--- src/rtl/core/arp_resolution_engine_core_macros.svh ---
// ----------------------------------------------------------------------------
// arp resolution engine core assertion macros
// concurrent assertion helpers, empty when SYNTH is defined
// ----------------------------------------------------------------------------
`ifndef ARP_RESOLUTION_ENGINE_CORE_MACROS_SVH
`define ARP_RESOLUTION_ENGINE_CORE_MACROS_SVH

`ifndef SYNTH
`define ARPRE_ASSERT_IMP(lbl, ante, cons) \
   lbl: assert property (@(posedge clock) disable iff (reset) (ante) |-> (cons)) \
      else $error("arpre assertion failed");
`define ARPRE_ASSERT_NXT(lbl, ante, cons) \
   lbl: assert property (@(posedge clock) disable iff (reset) (ante) |=> (cons)) \
      else $error("arpre assertion failed");
`else
`define ARPRE_ASSERT_IMP(lbl, ante, cons)
`define ARPRE_ASSERT_NXT(lbl, ante, cons)
`endif

`endif

--- src/rtl/core/arpre_pkg.sv ---
// ----------------------------------------------------------------------------
// arpre_pkg
// shared constants, codes and transaction types of the arp resolution engine
// ----------------------------------------------------------------------------
`timescale 1ns / 1ps

package arpre_pkg;

   localparam int CACHE_ENTRIES   = 16;
   localparam int PENDING_ENTRIES = 8;
   localparam int WAIT_DEPTH      = 16;

   localparam int CACHE_AW = (CACHE_ENTRIES > 1) ? $clog2(CACHE_ENTRIES) : 1;
   localparam int PEND_AW  = (PENDING_ENTRIES > 1) ? $clog2(PENDING_ENTRIES) : 1;
   localparam int WAIT_AW  = (WAIT_DEPTH > 1) ? $clog2(WAIT_DEPTH) : 1;
   localparam int WAIT_CW  = $clog2(WAIT_DEPTH + 1);
   localparam int IDX_W0   = (CACHE_AW > PEND_AW) ? CACHE_AW : PEND_AW;
   localparam int IDX_W    = (IDX_W0 > WAIT_AW) ? IDX_W0 : WAIT_AW;
   localparam int CNT_W    = ((IDX_W > WAIT_CW) ? IDX_W : WAIT_CW) + 1;

   localparam int MAC_W    = 48;
   localparam int IP_W     = 32;
   localparam int TTL_W    = 20;
   localparam int HANDLE_W = 16;
   localparam int EL_W     = 16;
   localparam int OPC_W    = 16;
   localparam int CSR_IDX_W  = 2;
   localparam int CSR_DATA_W = 48;

   localparam logic [1:0] OP_SEND    = 2'd0;
   localparam logic [1:0] OP_RECEIVE = 2'd1;
   localparam logic [1:0] OP_TICK    = 2'd2;

   localparam logic [1:0] KIND_ARP_REQUEST = 2'd0;
   localparam logic [1:0] KIND_ARP_REPLY   = 2'd1;
   localparam logic [1:0] KIND_IPV4_OUT    = 2'd2;
   localparam logic [1:0] KIND_DELIVER     = 2'd3;

   localparam logic [1:0] FTYPE_IPV4 = 2'd0;
   localparam logic [1:0] FTYPE_ARP  = 2'd1;

   localparam logic [OPC_W-1:0] ARP_OP_REQUEST = 16'd1;
   localparam logic [OPC_W-1:0] ARP_OP_REPLY   = 16'd2;

   localparam logic [CSR_IDX_W-1:0] CSR_OWN_MAC  = 2'd0;
   localparam logic [CSR_IDX_W-1:0] CSR_OWN_IP   = 2'd1;
   localparam logic [CSR_IDX_W-1:0] CSR_LIFETIME = 2'd2;
   localparam logic [CSR_IDX_W-1:0] CSR_RETRY    = 2'd3;

   localparam logic [TTL_W-1:0] LIFETIME_RESET = 20'd30000;
   localparam logic [TTL_W-1:0] RETRY_RESET    = 20'd5000;
   localparam logic [MAC_W-1:0] BCAST_MAC      = {MAC_W{1'b1}};

   typedef struct packed {
      logic [1:0]          op;
      logic [IP_W-1:0]     hop_ip;
      logic [HANDLE_W-1:0] dgram_handle;
      logic [MAC_W-1:0]    frame_dst_mac;
      logic [1:0]          frame_type;
      logic                parse_ok;
      logic [OPC_W-1:0]    arp_opcode;
      logic [MAC_W-1:0]    arp_sender_mac;
      logic [IP_W-1:0]     arp_sender_ip;
      logic [IP_W-1:0]     arp_target_ip;
      logic [EL_W-1:0]     elapsed_ms;
   } req_type;

   typedef struct packed {
      logic [1:0]          out_kind;
      logic [MAC_W-1:0]    dst_mac;
      logic [MAC_W-1:0]    arp_target_mac;
      logic [IP_W-1:0]     arp_target_ip_out;
      logic [HANDLE_W-1:0] dgram_out;
      logic                last;
   } rsp_type;

   typedef struct packed {
      logic [IP_W-1:0]  ip;
      logic [MAC_W-1:0] mac;
      logic [TTL_W-1:0] ttl;
   } cache_ent_type;

   typedef struct packed {
      logic [IP_W-1:0]  ip;
      logic [TTL_W-1:0] timer;
   } pend_ent_type;

   typedef struct packed {
      logic [IP_W-1:0]     ip;
      logic [HANDLE_W-1:0] handle;
   } wait_ent_type;

endpackage

--- src/rtl/core/arp_resolution_engine_core.sv ---
// ----------------------------------------------------------------------------
// arp_resolution_engine_core
// arp cache, pending request table and waiting datagram queue in rams,
// walked by a sequencer one entry at a time through read and update cycles
// ----------------------------------------------------------------------------
//  channel  | ports                        | direction
//  req      | req_valid/req_ready/req_data | in, one item per transaction
//  rsp      | rsp_valid/rsp_ready/rsp_data | out, up to 17 per item
//  csr      | csr_wr_en/csr_index/csr_wdata| in, write only
//
//  each table entry visited has a ram read phase, then an update phase
//  one item at a time; the next item is taken once the last result is staged
//  a stalled rsp channel halts the walk at the next result
//  synchronous reset clears valid bits, queue count and control, no ram pass
// ----------------------------------------------------------------------------
`timescale 1ns / 1ps

`include "arp_resolution_engine_core_macros.svh"

module arp_resolution_engine_core (
   input  logic                                 clock,
   input  logic                                 reset,
   input  logic                                 req_valid,
   output logic                                 req_ready,
   input  arpre_pkg::req_type                   req_data,
   output logic                                 rsp_valid,
   input  logic                                 rsp_ready,
   output arpre_pkg::rsp_type                   rsp_data,
   input  logic                                 csr_wr_en,
   input  logic [arpre_pkg::CSR_IDX_W-1:0]      csr_index,
   input  logic [arpre_pkg::CSR_DATA_W-1:0]     csr_wdata
);

   localparam logic [3:0] ST_IDLE    = 4'd0;
   localparam logic [3:0] ST_DEC     = 4'd1;
   localparam logic [3:0] ST_S_CSCAN = 4'd2;
   localparam logic [3:0] ST_S_PSCAN = 4'd3;
   localparam logic [3:0] ST_S_ALLOC = 4'd4;
   localparam logic [3:0] ST_L_CSCAN = 4'd5;
   localparam logic [3:0] ST_L_CWR   = 4'd6;
   localparam logic [3:0] ST_F_WSCAN = 4'd7;
   localparam logic [3:0] ST_F_PCLR  = 4'd8;
   localparam logic [3:0] ST_T_CSCAN = 4'd9;
   localparam logic [3:0] ST_T_PSCAN = 4'd10;
   localparam logic [3:0] ST_FINISH  = 4'd11;

   localparam int CACHE_W = $bits(arpre_pkg::cache_ent_type);
   localparam int PEND_W  = $bits(arpre_pkg::pend_ent_type);
   localparam int WAIT_W  = $bits(arpre_pkg::wait_ent_type);

   localparam logic [arpre_pkg::IDX_W-1:0] CACHE_LAST =
      arpre_pkg::IDX_W'(arpre_pkg::CACHE_ENTRIES - 1);
   localparam logic [arpre_pkg::IDX_W-1:0] PEND_LAST =
      arpre_pkg::IDX_W'(arpre_pkg::PENDING_ENTRIES - 1);
   localparam logic [arpre_pkg::WAIT_CW-1:0] WAIT_FULL =
      arpre_pkg::WAIT_CW'(arpre_pkg::WAIT_DEPTH);

   // configuration
   logic [arpre_pkg::MAC_W-1:0] own_mac_ff;
   logic [arpre_pkg::IP_W-1:0]  own_ip_ff;
   logic [arpre_pkg::TTL_W-1:0] lifetime_ff;
   logic [arpre_pkg::TTL_W-1:0] retry_ff;

   // control
   logic [3:0]                        state_ff, state_in;
   logic [arpre_pkg::IDX_W-1:0]       idx_ff, idx_in;
   logic                              phase_ff, phase_in;
   arpre_pkg::req_type                item_ff;
   logic                              item_load;
   logic                              match_ff, match_in;
   logic [arpre_pkg::CACHE_AW-1:0]    match_idx_ff, match_idx_in;
   logic [arpre_pkg::TTL_W-1:0]       min_ttl_ff, min_ttl_in;
   logic [arpre_pkg::CACHE_AW-1:0]    min_idx_ff, min_idx_in;
   logic [arpre_pkg::WAIT_CW-1:0]     wr_ptr_ff, wr_ptr_in;
   logic [arpre_pkg::WAIT_CW-1:0]     wait_cnt_ff, wait_cnt_in;
   logic [arpre_pkg::CACHE_ENTRIES-1:0]   cache_vld_ff, cache_vld_in;
   logic [arpre_pkg::PENDING_ENTRIES-1:0] pend_vld_ff, pend_vld_in;

   // result staging: one held result plus the output register
   logic                hold_vld_ff;
   arpre_pkg::rsp_type  hold_ff;
   logic                rsp_valid_ff;
   arpre_pkg::rsp_type  rsp_data_ff;
   logic                emit_en;
   arpre_pkg::rsp_type  emit_data;
   logic                fin_push;
   logic                can_emit;
   arpre_pkg::rsp_type  push_data;

   // ram ports
   logic                           c_we, p_we, w_we;
   logic [arpre_pkg::CACHE_AW-1:0] c_waddr, c_raddr;
   logic [arpre_pkg::PEND_AW-1:0]  p_waddr, p_raddr;
   logic [arpre_pkg::WAIT_AW-1:0]  w_waddr, w_raddr;
   arpre_pkg::cache_ent_type       c_wdata, c_rd;
   arpre_pkg::pend_ent_type        p_wdata, p_rd;
   arpre_pkg::wait_ent_type        w_wdata, w_rd;
   logic [CACHE_W-1:0]             c_rd_bits;
   logic [PEND_W-1:0]              p_rd_bits;
   logic [WAIT_W-1:0]              w_rd_bits;

   // free slot search
   logic                           cfree_vld;
   logic [arpre_pkg::CACHE_AW-1:0] cfree_idx;
   logic                           pfree_vld;
   logic [arpre_pkg::PEND_AW-1:0]  pfree_idx;

   logic [arpre_pkg::TTL_W-1:0]    el_ext;
   logic                           dst_ok;
   logic                           is_req;
   logic                           wait_end;

   assign c_raddr = idx_ff[arpre_pkg::CACHE_AW-1:0];
   assign p_raddr = idx_ff[arpre_pkg::PEND_AW-1:0];
   assign w_raddr = idx_ff[arpre_pkg::WAIT_AW-1:0];
   assign c_rd = c_rd_bits;
   assign p_rd = p_rd_bits;
   assign w_rd = w_rd_bits;

   arpre_ram #(.WIDTH(CACHE_W), .DEPTH(arpre_pkg::CACHE_ENTRIES), .AW(arpre_pkg::CACHE_AW))
   u_cache_ram (
      .clock   (clock),
      .wr_en   (c_we),
      .wr_addr (c_waddr),
      .wr_data (c_wdata),
      .rd_addr (c_raddr),
      .rd_data (c_rd_bits)
   );

   arpre_ram #(.WIDTH(PEND_W), .DEPTH(arpre_pkg::PENDING_ENTRIES), .AW(arpre_pkg::PEND_AW))
   u_pend_ram (
      .clock   (clock),
      .wr_en   (p_we),
      .wr_addr (p_waddr),
      .wr_data (p_wdata),
      .rd_addr (p_raddr),
      .rd_data (p_rd_bits)
   );

   arpre_ram #(.WIDTH(WAIT_W), .DEPTH(arpre_pkg::WAIT_DEPTH), .AW(arpre_pkg::WAIT_AW))
   u_wait_ram (
      .clock   (clock),
      .wr_en   (w_we),
      .wr_addr (w_waddr),
      .wr_data (w_wdata),
      .rd_addr (w_raddr),
      .rd_data (w_rd_bits)
   );

   always_comb begin
      cfree_vld = 1'b0;
      cfree_idx = '0;
      for (int i = arpre_pkg::CACHE_ENTRIES - 1; i >= 0; i--) begin
         if (!cache_vld_ff[i]) begin
            cfree_vld = 1'b1;
            cfree_idx = arpre_pkg::CACHE_AW'(i);
         end
      end
      pfree_vld = 1'b0;
      pfree_idx = '0;
      for (int i = arpre_pkg::PENDING_ENTRIES - 1; i >= 0; i--) begin
         if (!pend_vld_ff[i]) begin
            pfree_vld = 1'b1;
            pfree_idx = arpre_pkg::PEND_AW'(i);
         end
      end
   end

   assign el_ext   = arpre_pkg::TTL_W'(item_ff.elapsed_ms);
   assign dst_ok   = (item_ff.frame_dst_mac == own_mac_ff) ||
                     (item_ff.frame_dst_mac == arpre_pkg::BCAST_MAC);
   assign is_req   = (item_ff.arp_opcode == arpre_pkg::ARP_OP_REQUEST) &&
                     (item_ff.arp_target_ip == own_ip_ff);
   assign wait_end = ((arpre_pkg::CNT_W'(idx_ff) + arpre_pkg::CNT_W'(1)) ==
                      arpre_pkg::CNT_W'(wait_cnt_ff));
   assign can_emit = !hold_vld_ff || !rsp_valid_ff || rsp_ready;
   assign req_ready = (state_ff == ST_IDLE);

   always_comb begin
      state_in     = state_ff;
      idx_in       = idx_ff;
      phase_in     = phase_ff;
      item_load    = 1'b0;
      match_in     = match_ff;
      match_idx_in = match_idx_ff;
      min_ttl_in   = min_ttl_ff;
      min_idx_in   = min_idx_ff;
      wr_ptr_in    = wr_ptr_ff;
      wait_cnt_in  = wait_cnt_ff;
      cache_vld_in = cache_vld_ff;
      pend_vld_in  = pend_vld_ff;
      emit_en      = 1'b0;
      emit_data    = '0;
      fin_push     = 1'b0;
      c_we         = 1'b0;
      c_waddr      = c_raddr;
      c_wdata      = c_rd;
      p_we         = 1'b0;
      p_waddr      = p_raddr;
      p_wdata      = p_rd;
      w_we         = 1'b0;
      w_waddr      = w_raddr;
      w_wdata      = w_rd;

      case (state_ff)
         ST_IDLE: begin
            if (req_valid) begin
               item_load = 1'b1;
               state_in  = ST_DEC;
            end
         end

         ST_DEC: begin
            idx_in   = '0;
            phase_in = 1'b0;
            match_in = 1'b0;
            state_in = ST_FINISH;
            case (item_ff.op)
               arpre_pkg::OP_SEND: state_in = ST_S_CSCAN;
               arpre_pkg::OP_TICK: state_in = ST_T_CSCAN;
               arpre_pkg::OP_RECEIVE: begin
                  if (dst_ok && item_ff.parse_ok) begin
                     if (item_ff.frame_type == arpre_pkg::FTYPE_IPV4) begin
                        emit_en             = 1'b1;
                        emit_data.out_kind  = arpre_pkg::KIND_DELIVER;
                        emit_data.dgram_out = item_ff.dgram_handle;
                     end else if (item_ff.frame_type == arpre_pkg::FTYPE_ARP) begin
                        if (is_req) begin
                           emit_en                     = 1'b1;
                           emit_data.out_kind          = arpre_pkg::KIND_ARP_REPLY;
                           emit_data.dst_mac           = item_ff.arp_sender_mac;
                           emit_data.arp_target_mac    = item_ff.arp_sender_mac;
                           emit_data.arp_target_ip_out = item_ff.arp_sender_ip;
                        end
                        if (is_req || (item_ff.arp_opcode == arpre_pkg::ARP_OP_REPLY)) begin
                           state_in = ST_L_CSCAN;
                        end
                     end
                  end
               end
               default: state_in = ST_FINISH;
            endcase
         end

         ST_S_CSCAN: begin
            if (!phase_ff) begin
               phase_in = 1'b1;
            end else if (cache_vld_ff[c_raddr] && (c_rd.ip == item_ff.hop_ip)) begin
               if (can_emit) begin
                  emit_en             = 1'b1;
                  emit_data.out_kind  = arpre_pkg::KIND_IPV4_OUT;
                  emit_data.dst_mac   = c_rd.mac;
                  emit_data.dgram_out = item_ff.dgram_handle;
                  state_in            = ST_FINISH;
               end
            end else begin
               phase_in = 1'b0;
               if (idx_ff == CACHE_LAST) begin
                  idx_in   = '0;
                  state_in = ST_S_PSCAN;
               end else begin
                  idx_in = idx_ff + 1'b1;
               end
            end
         end

         ST_S_PSCAN: begin
            if (!phase_ff) begin
               phase_in = 1'b1;
            end else begin
               phase_in = 1'b0;
               if (pend_vld_ff[p_raddr] && (p_rd.ip == item_ff.hop_ip)) begin
                  match_in = 1'b1;
                  state_in = ST_S_ALLOC;
               end else if (idx_ff == PEND_LAST) begin
                  state_in = ST_S_ALLOC;
               end else begin
                  idx_in = idx_ff + 1'b1;
               end
            end
         end

         ST_S_ALLOC: begin
            if (!(!match_ff && pfree_vld && !can_emit)) begin
               if (!match_ff && pfree_vld) begin
                  p_we                        = 1'b1;
                  p_waddr                     = pfree_idx;
                  p_wdata.ip                  = item_ff.hop_ip;
                  p_wdata.timer               = retry_ff;
                  pend_vld_in[pfree_idx]      = 1'b1;
                  emit_en                     = 1'b1;
                  emit_data.out_kind          = arpre_pkg::KIND_ARP_REQUEST;
                  emit_data.dst_mac           = arpre_pkg::BCAST_MAC;
                  emit_data.arp_target_ip_out = item_ff.hop_ip;
               end
               if (wait_cnt_ff != WAIT_FULL) begin
                  w_we           = 1'b1;
                  w_waddr        = wait_cnt_ff[arpre_pkg::WAIT_AW-1:0];
                  w_wdata.ip     = item_ff.hop_ip;
                  w_wdata.handle = item_ff.dgram_handle;
                  wait_cnt_in    = wait_cnt_ff + 1'b1;
               end
               state_in = ST_FINISH;
            end
         end

         ST_L_CSCAN: begin
            if (!phase_ff) begin
               phase_in = 1'b1;
            end else begin
               phase_in = 1'b0;
               if (!match_ff && cache_vld_ff[c_raddr] &&
                   (c_rd.ip == item_ff.arp_sender_ip)) begin
                  match_in     = 1'b1;
                  match_idx_in = c_raddr;
               end
               if ((idx_ff == '0) || (c_rd.ttl < min_ttl_ff)) begin
                  min_ttl_in = c_rd.ttl;
                  min_idx_in = c_raddr;
               end
               if (idx_ff == CACHE_LAST) begin
                  state_in = ST_L_CWR;
               end else begin
                  idx_in = idx_ff + 1'b1;
               end
            end
         end

         ST_L_CWR: begin
            c_we = 1'b1;
            if (match_ff) begin
               c_waddr = match_idx_ff;
            end else if (cfree_vld) begin
               c_waddr = cfree_idx;
            end else begin
               c_waddr = min_idx_ff;
            end
            c_wdata.ip            = item_ff.arp_sender_ip;
            c_wdata.mac           = item_ff.arp_sender_mac;
            c_wdata.ttl           = lifetime_ff;
            cache_vld_in[c_waddr] = 1'b1;
            idx_in                = '0;
            phase_in              = 1'b0;
            wr_ptr_in             = '0;
            state_in              = (wait_cnt_ff == '0) ? ST_F_PCLR : ST_F_WSCAN;
         end

         ST_F_WSCAN: begin
            if (!phase_ff) begin
               phase_in = 1'b1;
            end else if (!((w_rd.ip == item_ff.arp_sender_ip) && !can_emit)) begin
               phase_in = 1'b0;
               if (w_rd.ip == item_ff.arp_sender_ip) begin
                  emit_en             = 1'b1;
                  emit_data.out_kind  = arpre_pkg::KIND_IPV4_OUT;
                  emit_data.dst_mac   = item_ff.arp_sender_mac;
                  emit_data.dgram_out = w_rd.handle;
               end else begin
                  w_we      = 1'b1;
                  w_waddr   = wr_ptr_ff[arpre_pkg::WAIT_AW-1:0];
                  wr_ptr_in = wr_ptr_ff + 1'b1;
               end
               if (wait_end) begin
                  wait_cnt_in = wr_ptr_in;
                  idx_in      = '0;
                  state_in    = ST_F_PCLR;
               end else begin
                  idx_in = idx_ff + 1'b1;
               end
            end
         end

         ST_F_PCLR: begin
            if (!phase_ff) begin
               phase_in = 1'b1;
            end else begin
               phase_in = 1'b0;
               if (pend_vld_ff[p_raddr] && (p_rd.ip == item_ff.arp_sender_ip)) begin
                  pend_vld_in[p_raddr] = 1'b0;
                  state_in             = ST_FINISH;
               end else if (idx_ff == PEND_LAST) begin
                  state_in = ST_FINISH;
               end else begin
                  idx_in = idx_ff + 1'b1;
               end
            end
         end

         ST_T_CSCAN: begin
            if (!phase_ff) begin
               phase_in = 1'b1;
            end else begin
               phase_in = 1'b0;
               if (cache_vld_ff[c_raddr]) begin
                  if (c_rd.ttl <= el_ext) begin
                     cache_vld_in[c_raddr] = 1'b0;
                  end else begin
                     c_we        = 1'b1;
                     c_wdata.ttl = c_rd.ttl - el_ext;
                  end
               end
               if (idx_ff == CACHE_LAST) begin
                  idx_in   = '0;
                  state_in = ST_T_PSCAN;
               end else begin
                  idx_in = idx_ff + 1'b1;
               end
            end
         end

         ST_T_PSCAN: begin
            if (!phase_ff) begin
               phase_in = 1'b1;
            end else if (!(pend_vld_ff[p_raddr] && (p_rd.timer <= el_ext) && !can_emit)) begin
               phase_in = 1'b0;
               if (pend_vld_ff[p_raddr]) begin
                  p_we = 1'b1;
                  if (p_rd.timer <= el_ext) begin
                     p_wdata.timer               = retry_ff;
                     emit_en                     = 1'b1;
                     emit_data.out_kind          = arpre_pkg::KIND_ARP_REQUEST;
                     emit_data.dst_mac           = arpre_pkg::BCAST_MAC;
                     emit_data.arp_target_ip_out = p_rd.ip;
                  end else begin
                     p_wdata.timer = p_rd.timer - el_ext;
                  end
               end
               if (idx_ff == PEND_LAST) begin
                  state_in = ST_FINISH;
               end else begin
                  idx_in = idx_ff + 1'b1;
               end
            end
         end

         ST_FINISH: begin
            if (!hold_vld_ff) begin
               state_in = ST_IDLE;
            end else if (!rsp_valid_ff || rsp_ready) begin
               fin_push = 1'b1;
               state_in = ST_IDLE;
            end
         end

         default: state_in = ST_IDLE;
      endcase
   end

   // held result moves out, marked last only when the item is done
   always_comb begin
      push_data      = hold_ff;
      push_data.last = fin_push;
   end

   always_ff @(posedge clock) begin
      if (reset) begin
         state_ff     <= ST_IDLE;
         idx_ff       <= '0;
         phase_ff     <= 1'b0;
         match_ff     <= 1'b0;
         wr_ptr_ff    <= '0;
         wait_cnt_ff  <= '0;
         cache_vld_ff <= '0;
         pend_vld_ff  <= '0;
         hold_vld_ff  <= 1'b0;
         rsp_valid_ff <= 1'b0;
         own_mac_ff   <= '0;
         own_ip_ff    <= '0;
         lifetime_ff  <= arpre_pkg::LIFETIME_RESET;
         retry_ff     <= arpre_pkg::RETRY_RESET;
      end else begin
         state_ff     <= state_in;
         idx_ff       <= idx_in;
         phase_ff     <= phase_in;
         match_ff     <= match_in;
         wr_ptr_ff    <= wr_ptr_in;
         wait_cnt_ff  <= wait_cnt_in;
         cache_vld_ff <= cache_vld_in;
         pend_vld_ff  <= pend_vld_in;
         if (emit_en) begin
            hold_vld_ff <= 1'b1;
         end else if (fin_push) begin
            hold_vld_ff <= 1'b0;
         end
         if ((emit_en && hold_vld_ff) || fin_push) begin
            rsp_valid_ff <= 1'b1;
         end else if (rsp_ready) begin
            rsp_valid_ff <= 1'b0;
         end
         if (csr_wr_en) begin
            case (csr_index)
               arpre_pkg::CSR_OWN_MAC:  own_mac_ff  <= csr_wdata;
               arpre_pkg::CSR_OWN_IP:   own_ip_ff   <= csr_wdata[arpre_pkg::IP_W-1:0];
               arpre_pkg::CSR_LIFETIME: lifetime_ff <= csr_wdata[arpre_pkg::TTL_W-1:0];
               arpre_pkg::CSR_RETRY:    retry_ff    <= csr_wdata[arpre_pkg::TTL_W-1:0];
               default: ;
            endcase
         end
      end
   end

   always_ff @(posedge clock) begin
      if (item_load) begin
         item_ff <= req_data;
      end
      match_idx_ff <= match_idx_in;
      min_ttl_ff   <= min_ttl_in;
      min_idx_ff   <= min_idx_in;
      if (emit_en) begin
         hold_ff <= emit_data;
      end
      if ((emit_en && hold_vld_ff) || fin_push) begin
         rsp_data_ff <= push_data;
      end
   end

   assign rsp_valid = rsp_valid_ff;
   assign rsp_data  = rsp_data_ff;

   `ARPRE_ASSERT_IMP(a_idle_hold_empty, req_ready, !hold_vld_ff)
   `ARPRE_ASSERT_NXT(a_accept_leaves_idle, req_valid && req_ready, state_ff == ST_DEC)
   `ARPRE_ASSERT_IMP(a_wait_cnt_bound, 1'b1, wait_cnt_ff <= WAIT_FULL)
   `ARPRE_ASSERT_IMP(a_emit_has_room, emit_en && hold_vld_ff, !rsp_valid_ff || rsp_ready)

endmodule

--- src/rtl/core/arpre_ram.sv ---
// ----------------------------------------------------------------------------
// arpre_ram
// single write port, single read port ram with registered read data
// ----------------------------------------------------------------------------
`timescale 1ns / 1ps

module arpre_ram #(
   parameter int WIDTH = 8,
   parameter int DEPTH = 16,
   parameter int AW    = (DEPTH > 1) ? $clog2(DEPTH) : 1
) (
   input  logic             clock,
   input  logic             wr_en,
   input  logic [AW-1:0]    wr_addr,
   input  logic [WIDTH-1:0] wr_data,
   input  logic [AW-1:0]    rd_addr,
   output logic [WIDTH-1:0] rd_data
);

   logic [WIDTH-1:0] mem [DEPTH];
   logic [WIDTH-1:0] rd_data_ff;

   always_ff @(posedge clock) begin
      if (wr_en) begin
         mem[wr_addr] <= wr_data;
      end
      rd_data_ff <= mem[rd_addr];
   end

   assign rd_data = rd_data_ff;

endmodule
--- config.mk ---
export PLATFORM = sky130hd
export DESIGN_NAME = arp_resolution_engine_core
export DESIGN_NICKNAME = d
export VERILOG_FILES = /design/src/rtl/core/arpre_pkg.sv /design/src/rtl/core/arp_resolution_engine_core.sv /design/src/rtl/core/arpre_ram.sv
export VERILOG_INCLUDE_DIRS = /design/src /design/src/rtl/core
export SDC_FILE = /design/constraint.sdc
export NUM_CORES = 2
export LEC_CHECK = 0
export BUFFER_PORTS_ARGS = -buffer_cell sky130_fd_sc_hd__buf_2
export CAP_MARGIN = 20
export CORE_ASPECT_RATIO = 1.5
export CORE_UTILIZATION = 40
export CTS_CLUSTER_SIZE = 14
export DETAILED_ROUTE_END_ITERATION = 10
export GPL_TIMING_DRIVEN = 0
export PLACE_DENSITY = 0.69
export SYNTH_ARGS = -nofsm -noshare
export SYNTH_HDL_FRONTEND = slang
export SYNTH_SLANG_ARGS = --single-unit
--- constraint.sdc ---
create_clock -name clock -period 11 [get_ports clock]
set_input_delay 3.3 -clock clock [delete_from_list [all_inputs] [get_ports clock]]
set_output_delay 3.3 -clock clock [all_outputs]
set_load 0.1 [all_outputs]
## Word-level counts from Yosys, hierarchy flattened

Memory sizes are Yosys's and may differ from the RTL's. A register that Yosys moved wholly into a read port is not among the register bits.
Index checks and enable logic that the tools add are counted.

- Equality and inequality tests: 60
- Magnitude comparators: 11
- Reduce and logical (&&, ||, !) cells: 59
- Mux-type cells: 249
- Bitwise logic cells: 11
- Add/subtract/negate cells: 6

Operators with widths:

| cell | number |
|---|---|
| 2-to-1 mux 48 bit | 9 |
| 2-to-1 mux 50 bit | 6 |
| 2-to-1 mux 146 bit | 2 |
| 2-to-1 mux 4 bit | 69 |
| 2-to-1 mux 129 bit | 2 |
| case mux 50 bit (5 select lines) | 1 |
| 2-to-1 mux 32 bit | 7 |
| == test 32 bit | 6 |
| 2-to-1 mux 16 bit | 10 |
| 2-to-1 mux 20 bit | 7 |
| 2-to-1 mux 128 bit | 1 |
| 2-to-1 mux 52 bit | 2 |
| case mux 32 bit (3 select lines) | 1 |
| 2-to-1 mux 1 bit | 84 |
| 2-to-1 mux 80 bit | 1 |
| case mux 20 bit (2 select lines) | 2 |
| inequality test 2 bit (second input constant) | 25 |
| == test 48 bit | 1 |
| == test 48 bit (second input constant) | 1 |
| case mux 16 bit (3 select lines) | 1 |
| case mux 4 bit (12 select lines) | 1 |
| less-or-equal comparator 20 x 16 -> 1 bit | 2 |
| 2-to-1 mux 5 bit | 8 |
| subtractor 20 x 16 -> 20 bit | 2 |
| other kinds (62) | 145 |

- Bits of input ports: 300
- Memories: 3
- Memory bits (writable): 2784
- Word-level logic and storage cells: 438
- Flip-flop bits (word level): 732
- Output and inout port bits: 149

Memories:

| memory | words | width | read ports | clocked after memory_dff | wr ports | RTL line | text |
|---|---|---|---|---|---|---|---|
| u_cache_ram.mem | 16 | 100 | 1 | 1 | 1 | arpre_ram.sv:20 | `logic [WIDTH-1:0] mem [DEPTH];` |
| u_wait_ram.mem | 16 | 48 | 1 | 1 | 1 | arpre_ram.sv:20 |  |
| u_pend_ram.mem | 8 | 52 | 1 | 1 | 1 | arpre_ram.sv:20 |  |

## Logic depth before layout (Yosys ltp)

- Depth after elaboration: 25
- Depth in mapped cells: 14
- Gate-level depth less buffers: 13

## By module

Synthesis repeated with hierarchy kept, for this count alone.

- Cells, all modules: 7609
- Area, all modules: 142441.6 um^2

By module, submodules not included:

| module | times used | sequential area each (um^2) | area each (um^2) | cells an instance |
|---|---|---|---|---|
| arpre_ram (u_cache_ram) | 1 | 50048.0 | 61778.0 | 2560 |
| arp_resolution_engine_core | 1 | 20319.5 | 34231.6 | 3140 |
| arpre_ram (u_wait_ram) | 1 | 24023.0 | 29691.0 | 1242 |
| arpre_ram (u_pend_ram) | 1 | 13533.0 | 16741.1 | 667 |

## Worst setup path after synthesis

OpenSTA, ideal clock, no wires.

- Path type: input to register
- Start: input rsp_ready
- End: register rsp_data_ff, in the netlist rsp_data[0], enable pin
- Buffers on the path: 1
- Required time: 10.495 ns
- Library setup time: 0.505 ns
- Data arrival time: 10.250 ns
- Path slack: 0.244 ns
- Stages: 7
- Path through: nor2b_1 and2_1 clkbuf_1 nor3b_1 a211oi_1 inv_1 a21o_1

- Longest elaborated chain between the ends: 8
- Elaborated cells on any way between the ends: 20
- Classes of those cells: 12 x mux; 8 x reduce/logical

Ends and longest elaborated chain:

| what | RTL line | text |
|---|---|---|
| from (decl) | arp_resolution_engine_core.sv:27 | `input logic rsp_ready,` |
| logical OR 1 bit * | arp_resolution_engine_core.sv:176 | `assign can_emit = !hold_vld_ff \|\| !rsp_valid_ff \|\| rsp_ready;` |
| logical NOT 1 bit | arp_resolution_engine_core.sv:284, arp_resolution_engine_core.sv:351, arp_resolution_engine_core.sv:414 |  |
| logical AND 1 bit, on equally long branches | arp_resolution_engine_core.sv:414, arp_resolution_engine_core.sv:351 |  |
| 2-to-1 mux 1 bit, on equally long branches | arp_resolution_engine_core.sv:414, arp_resolution_engine_core.sv:351 |  |
| 2-to-1 mux 1 bit, on equally long branches | arp_resolution_engine_core.sv:412, arp_resolution_engine_core.sv:349 |  |
| case mux 1 bit (5 select lines) * | arp_resolution_engine_core.sv:205 | `case (state_ff)` |
| net emit_en | arp_resolution_engine_core.sv:84 | `logic emit_en;` |
| logical AND 1 bit * | arp_resolution_engine_core.sv:512 | `if ((emit_en && hold_vld_ff) \|\| fin_push) begin` |
| logical OR 1 bit * | arp_resolution_engine_core.sv:512 |  |
| to (signal assigned) | arp_resolution_engine_core.sv:513 | `rsp_data_ff <= push_data;` |
| to (decl) | arp_resolution_engine_core.sv:83 | `arpre_pkg::rsp_type rsp_data_ff;` |

Mark *: on every way through the listed nets, which the timed path passes. The rest lies on a longest branch.
A chain may end at the register's enable or synchronous reset.

## Worst setup path in the final report

- Start: input rsp_ready
- End: memory u_wait_ram.mem[9][0] (netlist bit), enable pin

- Longest elaborated chain between the ends: 8
- Elaborated cells on any way between the ends: 14
- Classes of those cells: 10 x mux; 4 x reduce/logical

Ends and longest elaborated chain:

| what | RTL line | text |
|---|---|---|
| logical OR 1 bit * | arp_resolution_engine_core.sv:176 |  |
| logical NOT 1 bit * | arp_resolution_engine_core.sv:284, arp_resolution_engine_core.sv:351 |  |
| logical AND 1 bit | arp_resolution_engine_core.sv:351 | `end else if (!((w_rd.ip == item_ff.arp_sender_ip) && !can_emit)) begin` |
| 2-to-1 mux 1 bit | arp_resolution_engine_core.sv:351 |  |
| 2-to-1 mux 1 bit | arp_resolution_engine_core.sv:349 | `if (!phase_ff) begin` |
| case mux 1 bit (2 select lines) | arp_resolution_engine_core.sv:205 |  |
| 2-to-1 mux 1 bit | arpre_ram.sv:24 | `if (wr_en) begin` |
| 2-to-1 mux 1 bit (implied by the code) | arpre_ram.sv:25 | `mem[wr_addr] <= wr_data;` |
| to (decl) | arpre_ram.sv:20 |  |

Every way passes the cells marked *; elsewhere a longest branch is shown, timed or not.

==> results.md <==
- The sequential fraction of design power is 0.483.
- The completed layout was analyzed and its total power is 40200 µW.
- By area the synthesized netlist is led by sky130_fd_sc_hd__edfxtp_1 71%, sky130_fd_sc_hd__dfxtp_1 5.2%, sky130_fd_sc_hd__nand2_1 3.4%, sky130_fd_sc_hd__a22oi_1 3.0%, sky130_fd_sc_hd__mux2i_1 2.1%.
- Together, buffers and inverters on the worst path number 6.
- The number of flip-flops and latches in the synthesized netlist is 3716.
- The count of final max-slew check failures is 0.
- The part of the total power dissipated in the clock network is 0.299.
- The dominant register cell in the synthesized netlist is sky130_fd_sc_hd__edfxtp_1.
- The number of unique standard cell types used by synthesis is 92.
- Clock tree synthesis inserted a total of 349 buffers.
- The required time reported for the critical path endpoint is 11610 ps.
- For this run, the register share of the synthesized area comes to 0.766.
- For this run, the slowest stage of the critical path takes 740 ps.
- The proportion of register bits with asynchronous set or reset after synthesis is 0.
- The number of gates resized after CTS was 0.
- The total clock sinks is 3716.
- In this run the power density over the cells is 243 nW/µm².
- The flow ran to the end, and the final reports show no timing, DRC or antenna violations.
- The first-pass GRT wire length is 730000 µm.
- In the final design database the tool counted 10700 nets.
- The average cell area after synthesis is 15.2 µm².
- Setup repair after global routing left no endpoint under its margin.
- The pin count of the biggest net entering global routing is 99.
- The detailed-route vias per instance is 6.13.
- The area fraction of the dominant cell type after synthesis is 0.714.
- The switching power is 13100 µW.
- The die footprint is 354000 µm².
- The number of global-route vias before repair is 90600.
- From synthesis to final layout, the design area changed by 17.6%.
- The critical path goes through buf_2 -> nor2b_1 -> and2_1 -> clkbuf_1 -> a221o_1 -> buf_2 -> clkinv_1 -> nor2_1 -> a221oi_1 -> or3_1 -> nor2_4 -> buf_12 -> buf_12.
- The share of total power dissipated in combinational logic is 0.218.
- The register cell area after layout is 108000 µm².
- The number of failing hold endpoints at the final stage is 0.
- The number of max-cap violations is 0.
- Clock-pin slew was measured on the worst setup and hold paths at 60 ps.
- The largest individual stage delay along the critical path comes from the cell sky130_fd_sc_hd__nor2_4.
- In this run the clock root is driven by a sky130_fd_sc_hd__clkbuf_16.
- The quantity of hold-fixing buffers added after cts is 0.
- The routed length per instance is 35.4 µm.
- For this design the static power due to leakage is 0.0540 µW.
- In this run the vertical extent of the chip is 729 µm.
- The initial standard-cell utilization of the core is 0.402.
- The synthesized cell area is 141000 µm².
- Pin placement for this block handled 449 I/O pins.
- The number of buffers inserted by post-CTS setup repair is 0.
- The detailed-router iteration count before antenna repair is 10.
- The filler cell count is 29700.
- The library cell with the highest instance count after synthesis is sky130_fd_sc_hd__edfxtp_1.
- In this run the tool buffered the top-level ports with 448 buffer cells.
- The detailed router finished its first iteration with 14500 violations.
- The number of antenna violations at the first check in global routing came to 49.
- The maximum operating frequency is 0.131 GHz.
- The global-route usage over all layers is 0.300.
- The routed design could run at a clock period as short as 7610 ps.
- The final layout contains routed wiring with a total length of 545000 µm.
- Summing over every cut layer, the via total after detailed routing is 94200.
- The clock tree from TritonCTS is yes.
- The floorplan has 266 rows.
- The switching fraction of total power is 0.327.
- The startpoint class of the critical path is a primary input.
- Setup violations remaining at the end of the flow were counted as 0.
- The critical path is of the in2reg type.
- The sort of element at the end of the critical path is a flop.
- The congestion estimate from routability-driven global placement came to 1.02.
- The area of the multi-input gates is 30800 µm².
- The total internal power is 27000 µW.
- The number of nets produced by synthesis is 9642.
- The worst clock skew is 94.2 ps.
- The number of flops mapped to enable cells by yosys is 3350.
- The count of nets left with antenna violations after detail routing is 0.
- The half-perimeter wire length of the detailed placement result is 392000 µm.
- The remaining routing DRC violations is 0.
- The number of warnings printed during yosys synthesis is 0.
- The number of instances in the placed design is 14700.
- The latest clock arrival within the worst-skew pair is 980 ps.
- The cell taking the most area after synthesis is sky130_fd_sc_hd__edfxtp_1.
- The critical path data arrival time is 8210 ps.
- The horizontal die dimension is 486 µm.
- The worst slew slack as a fraction of its limit is 0.0839.
- Counting instances in the post-synthesis netlist gives the leading cell types as 3350 x sky130_fd_sc_hd__edfxtp_1, 1273 x sky130_fd_sc_hd__nand2_1, 576 x sky130_fd_sc_hd__a21oi_1.
- The non-filler instance count after layout is 15400.
- The cell family with the largest share of critical-path delay is simple AND/OR/NAND/NOR gates.
- IR analysis of the VDD net gives a maximum drop of 146 µV.
- The path class of the tightest hold or removal check is reg2reg.
- CTS built an H-tree with a depth of 5.
- The total core area is 350000 µm².
- The cell count after synthesis is 9282.
- Global routing finished with a remaining overflow of 0.
- The transition time of the tightest slew-check pin is 1370 ps.
- Of the available clock period, the critical path in the final layout requires 0.691.
- The largest fanout on the critical path is 19.
- The share of cells above drive strength 1 is 0.132.
- The largest buffer count on any clock path is 4.
==> layout make-up <==
class / count / share of cell area
Sequential cell: 3716 / 0.652
Multi-Input combinational cell: 4934 / 0.186
Clock buffer: 495 / 0.0589
Timing Repair Buffer: 725 / 0.0436
Tap cell: 4690 / 0.0354
Buffer: 552 / 0.0133
Clock inverter: 135 / 0.00835
Inverter: 80 / 0.00186
Antenna cell: 50 / 0.000756
==> path summary, 6_finish.rpt <==
| path | start | endpoint | slack (ps) | cells past startpoint |
|---|---|---|---|---|
| max | rsp_ready | u_wait_ram.mem[9][0] | 3390 | 13 |
| min | hold_ff[10] | rsp_data[10] | 370 | 0 |
| max reg2reg | c_raddr[0] | u_cache_ram.rd_data[2] | 4500 | 11 |
| min reg2reg | hold_ff[10] | rsp_data[10] | 370 | 0 |
==> logic make-up after synthesis <==
logic type | count (synthesis) | share of synthesized area
flops | 3716 | 0.766
simple gates | 2211 | 0.0696
compound gates | 2069 | 0.0993
buf+inv | 632 | 0.0174
mux | 320 | 0.0247
xor+xnor | 274 | 0.0170
fa+ha+maj | 60 | 0.00544
==> state kept, by name, summed over array words and instances, names as in the netlist, 32 cells and up <==
| signal | cells |
|---|---|
| u_cache_ram.mem | 1600 |
| u_wait_ram.mem | 768 |
| u_pend_ram.mem | 416 |
| item_ff | 229 |
| rsp_data | 147 |
| hold_ff | 146 |
| u_cache_ram.rd_data | 100 |
| u_pend_ram.rd_data | 52 |
| own_mac_ff | 48 |
| u_wait_ram.rd_data | 48 |
| own_ip_ff | 32 |
==> power groups by stage <==
stage          Sequential [µW]  Combinational, µW  Clock (µW)
4_1_cts                  19300               8360       12000
6_report                 19400               8760       12000
3_3_place_gp             19800               7710           0
5_1_grt                  19400               9000       12500
3_5_place_dp             19600               8320           0
2_1_floorplan            19100               4260           0
==> cells in the final DEF, fill, tap and decap left out, types with 111 or more instances in the layout <==
cell type / synthesis / final
sky130_fd_sc_hd__buf_2: 48 / 503
sky130_fd_sc_hd__xor2_1: 163 / 163
sky130_fd_sc_hd__xnor2_1: 111 / 111
sky130_fd_sc_hd__dfxtp_1: 366 / 366
sky130_fd_sc_hd__a221oi_1: 122 / 122
sky130_fd_sc_hd__nand2_1: 1273 / 1273
sky130_fd_sc_hd__edfxtp_1: 3350 / 3350
sky130_fd_sc_hd__mux2i_1: 293 / 293
sky130_fd_sc_hd__nor2_1: 260 / 222
sky130_fd_sc_hd__clkbuf_16: 0 / 357
sky130_fd_sc_hd__nand4_1: 161 / 161
sky130_fd_sc_hd__o21ai_0: 277 / 269
sky130_fd_sc_hd__a21oi_1: 576 / 576
sky130_fd_sc_hd__clkbuf_1: 440 / 515
sky130_fd_sc_hd__and2_1: 127 / 127
sky130_fd_sc_hd__a22oi_1: 562 / 562
sky130_fd_sc_hd__nand3_1: 200 / 200
==> through the flow <==
| step | TNS (ps) | cell area (µm²) | hold slack [ps] | utilization | setup slack (ps) |
|---|---|---|---|---|---|
| 3_5_place_dp | 0 | 154000 | 405 | 0.440 | 2760 |
| 4_1_cts | 0 | 165000 | 366 | 0.472 | 3690 |
| 2_1_floorplan | 0 | 141000 | 400 | - | 244 |
| 6_report | 0 | 166000 | 374 | 0.473 | 3390 |
| 3_3_place_gp | -6708740 | 149000 | 403 | 0.425 | -6300 |
| 5_1_grt | 0 | 165000 | 383 | 0.473 | 3360 |
==> routing by layer <==
layer,GRT usage,routed length (µm)
met4,0.292,61800
met2,0.474,252000
met5,0,204
met1,0.319,169000
met3,0.0870,62400
Note: power is estimated with default switching activity, not from simulation.
